==> src/rtl/aap_pkg.sv <==
package aap_pkg;

   localparam int COORD_BITS    = 24;
   localparam int HALF_BITS     = COORD_BITS - 1;
   localparam int INDEX_BITS    = 6;
   localparam int MASK_BITS     = 32;
   localparam int MAX_BOXES_DEF = 32;

   typedef struct packed {
      logic signed [COORD_BITS-1:0] center_x;
      logic signed [COORD_BITS-1:0] center_y;
      logic signed [COORD_BITS-1:0] center_z;
      logic [HALF_BITS-1:0]         half_x;
      logic [HALF_BITS-1:0]         half_y;
      logic [HALF_BITS-1:0]         half_z;
      logic                         last_box;
   } req_type;

   typedef struct packed {
      logic [INDEX_BITS-1:0] box_index;
      logic [MASK_BITS-1:0]  overlap_mask;
      logic                  last_row;
   } rsp_type;

   // one stored box
   typedef struct packed {
      logic signed [COORD_BITS-1:0] center_x;
      logic signed [COORD_BITS-1:0] center_y;
      logic signed [COORD_BITS-1:0] center_z;
      logic [HALF_BITS-1:0]         half_x;
      logic [HALF_BITS-1:0]         half_y;
      logic [HALF_BITS-1:0]         half_z;
   } box_rec_type;

   typedef enum logic [2:0] {
      ST_LOAD,
      ST_START,
      ST_SCAN,
      ST_WAIT,
      ST_EMIT
   } state_type;

endpackage

==> src/rtl/aap_box_cmp.sv <==
module aap_box_cmp (
   input  aap_pkg::box_rec_type box_a,
   input  aap_pkg::box_rec_type box_b,
   output logic                 hit
);

   localparam int CB = aap_pkg::COORD_BITS;

   // |ca - cb| < ha + hb, done as -s < d < s at two bits above the coordinate width
   function automatic logic axis_hit(input logic [CB-1:0] ca, input logic [CB-1:0] cb,
                                     input logic [CB-2:0] ha, input logic [CB-2:0] hb);
      logic [CB+1:0] d;
      logic [CB+1:0] s;
      logic [CB+1:0] hi_chk;
      logic [CB+1:0] lo_chk;
      d      = {{2{ca[CB-1]}}, ca} - {{2{cb[CB-1]}}, cb};
      s      = {3'b000, ha} + {3'b000, hb};
      hi_chk = d - s;
      lo_chk = d + s;
      return hi_chk[CB+1] && !lo_chk[CB+1] && (lo_chk != '0);
   endfunction

   logic hit_x;
   logic hit_y;
   logic hit_z;

   assign hit_x = axis_hit(box_a.center_x, box_b.center_x, box_a.half_x, box_b.half_x);
   assign hit_y = axis_hit(box_a.center_y, box_b.center_y, box_a.half_y, box_b.half_y);
   assign hit_z = axis_hit(box_a.center_z, box_b.center_z, box_a.half_z, box_b.half_z);
   assign hit   = hit_x && hit_y && hit_z;

endmodule

==> config.mk <==
export PLATFORM = sky130hd
export DESIGN_NAME = aap_box_cmp
export DESIGN_NICKNAME = d
export VERILOG_FILES = /design/src/rtl/aap_pkg.sv /design/src/rtl/aap_box_cmp.sv
export SDC_FILE = /design/constraint.sdc
export NUM_CORES = 1
export LEC_CHECK = 0
export BUFFER_PORTS_ARGS = -buffer_cell sky130_fd_sc_hd__buf_2
export CORE_MARGIN = 4
export CORE_UTILIZATION = 63
export DETAILED_ROUTE_END_ITERATION = 16
export GPL_ROUTABILITY_DRIVEN = 0
export GPL_TIMING_DRIVEN = 0
export PLACE_DENSITY = 0.91
export RECOVER_POWER = 100
export SETUP_SLACK_MARGIN = 0.05
export SLEW_MARGIN = 40
export SYNTH_ARGS = -nofsm -noshare
export SYNTH_HDL_FRONTEND = slang
export SYNTH_SLANG_ARGS = --single-unit
==> constraint.sdc <==
create_clock -name vclk -period 12
set_clock_uncertainty 0.15 [all_clocks]
set_input_delay 1.2 -clock vclk [all_inputs]
set_output_delay 1.2 -clock vclk [all_outputs]
set_load 0.02 [all_outputs]
==> results.json <==
{
  "synth.avg_cell_area_um2": 7.06,
  "worst-path-max-fanout": 10,
  "setup_viol": 0,
  "rsz0062_at_grt": "false",
  "die_y_um": 148,
  "hold_path_class": "input port to output port",
  "slowest_stage": "o21ai_0",
  "dieArea_mm2": 0.0220,
  "cts_resized": 0,
  "seq_area_frac_synth_pct": 0,
  "cp-start-kind": "input port",
  "postCtsSetupBuffers": 0,
  "wl_per_cell_um": 14.9,
  "register_area_um2": 0,
  "place_ws_ps": 2890,
  "dpl_cell_area_mm2": 0.0141,
  "syn_nets": 2332,
  "drt_iter0_drc": 975,
  "antenna_left": 0,
  "netlist_area_mm2": 0.0124,
  "grt.busiest_layer": "met2",
  "relSlewSlack_pct": 48.5,
  "syn_inst": 1756,
  "final_nets": 2617,
  "critPathMostFrequentCell": "nor4_1",
  "design.seq.count": 0,
  "grt_use_met1_pct": 33.7,
  "ir_drop_v": 0.0000473,
  "use_met3_pct": 2.50,
  "fin_crit_sh_pct": 78.4,
  "powerDensity_mw_per_mm2": 113,
  "fill_cells": 1573,
  "grt_pass1_wl_mm": 55.7,
  "fin_area_mm2": 0.0142,
  "worst_slack_ps": 2590,
  "via_per_inst": 6.04,
  "finalNonFillerCells": 2309,
  "use_met2_pct": 54.9,
  "clockBufferCount": 0,
  "crit_required_ps": 10650,
  "cts-hold-fix-buffers": 0,
  "dp_cells": 2304,
  "post-dp-hpwl_mm": 29.9,
  "io_pins": 283,
  "max_slew.worst_pin.slew_ps": 764,
  "worstSetupPathType": "input port to output port",
  "routed_wl_mm": 34.5,
  "drc": 0,
  "die_w_um": 148,
  "grt-ovfl-total": 0,
  "rows": 51,
  "grt_max_degree": 11,
  "cp.arrival_ps": 8060,
  "setup_tns_ps": 0,
  "slew_violations": 0,
  "dr.pass1.iters": 9,
  "end_kind": "output port",
  "coreArea_mm2": 0.0194,
  "finalHoldViolations": 0,
  "power_mw": 1.60,
  "final_core_utilization_pct": 73.0,
  "grt_util_all_layers_pct": 28.6,
  "num_vias": 13953,
  "portBuffers": 283,
  "drive_gt1_share_pct": 16.0,
  "max-cap-violations": 0,
  "yosysWarningCount": 0,
  "area_growth_pct": 14.2,
  "synthDistinctLibCells": 89,
  "first_global_vias": 13086,
  "fmax_mhz": 106,
  "initial_utilization_pct": 63.9,
  "antenna_found_initial": 9,
  "finalCriticalPeriod_ps": 9410,
  "max_stage_delay_ps": 470,
  "p_leak_nw": 7.44,
  "hold_slack_ps": 3190,
  "multi_input_area_mm2": 0.0114,
  "outcome": "completed"
}
-- area by class of cell --
class / instances / area share [%]
inverters: 217 / 5.75
plain buffers: 28 / 0.955
diodes: 5 / 0.0884
repair buffers: 283 / 10.0
multi-input cells: 1511 / 80.9
well taps: 265 / 2.34
-- logic make-up after synthesis --
logic type	after synthesis	synth area share, %
simple gates	489	19.6
buf+inv	245	7.66
compound gates	569	31.1
fa+ha+maj	294	30.2
mux	15	1.24
xor+xnor	144	10.2
-- layout by cell type (no fill, tap or decap), drive strengths merged, types with 21 or more instances in the layout --
cell,count
xnor2,94
nand2b,34
nor3,51
a211oi,21
o21bai,28
a21o,55
inv,217
nand2,98
ha,285
nand3,29
buf,290
xor2,50
o21ai,105
nor2,142
o21a,38
nor2b,33
a21oi,155
-- routing by layer --
layer  up-vias  wire length [µm]  share of wire [%]
li1       6921                 -                  -
met5         -                96               0.28
met2       580             17100                 50
met4        12              1050                3.0
met3       100              2370                6.9
met1      6340             13900                 40
-- final timing paths --
check | to | startpoint | depth (start not counted)
worst max-delay path | hit | box_a[0] | 29
worst min-delay path | hit | box_a[92] | 7
-- Yosys cell counts (7+ instances only) --
| library cell | number | share of area, % |
|---|---|---|
| a211oi_1 | 21 | 1.3 |
| clkbuf_1 | 19 | 0.58 |
| xnor2_1 | 94 | 6.6 |
| nor2b_1 | 33 | 1.7 |
| o21bai_1 | 28 | 1.7 |
| a21o_1 | 54 | 3.3 |
| a2111oi_0 | 9 | 0.64 |
| o21a_1 | 38 | 2.3 |
| o31ai_1 | 9 | 0.55 |
| ha_1 | 285 | 29 |
| xor2_1 | 50 | 3.5 |
| nand4_1 | 9 | 0.45 |
| a21oi_1 | 154 | 6.2 |
| nor3_1 | 51 | 2.1 |
| a41oi_1 | 7 | 0.49 |
| a31oi_1 | 18 | 0.91 |
| a21boi_0 | 12 | 0.73 |
| nand2_1 | 98 | 3.0 |
| mux2i_1 | 12 | 0.97 |
| inv_1 | 217 | 6.6 |
| o21ai_0 | 103 | 4.2 |
| or2_2 | 8 | 0.40 |
| nand2b_1 | 34 | 1.7 |
| a211o_1 | 8 | 0.57 |
| nand3_1 | 29 | 1.2 |
| nor2_1 | 142 | 4.3 |
| o22ai_1 | 10 | 0.50 |
| nor4_1 | 17 | 0.86 |
| nand3b_1 | 8 | 0.48 |
| and3_1 | 17 | 0.86 |
| o2111ai_1 | 14 | 0.99 |
| fa_1 | 9 | 1.5 |
| or3_1 | 10 | 0.50 |
-- critical path, delay by kind of cell --
family                     cells  cell delay [ps]
and+or+nand+nor                8             1650
AOI/OAI and AO/OA             12             3160
muxes                          1              420
adders and majority gates      3              830
buffers and inverters          5              790
-- power by group --
part	switching, mW	internal [mW]	total, mW
Sequential	0	0	0
Clock	0	0.0000000557	0.0000000558
Combinational	0.943	0.660	1.60
No activity file was read; power rests on OpenSTA's default activity.
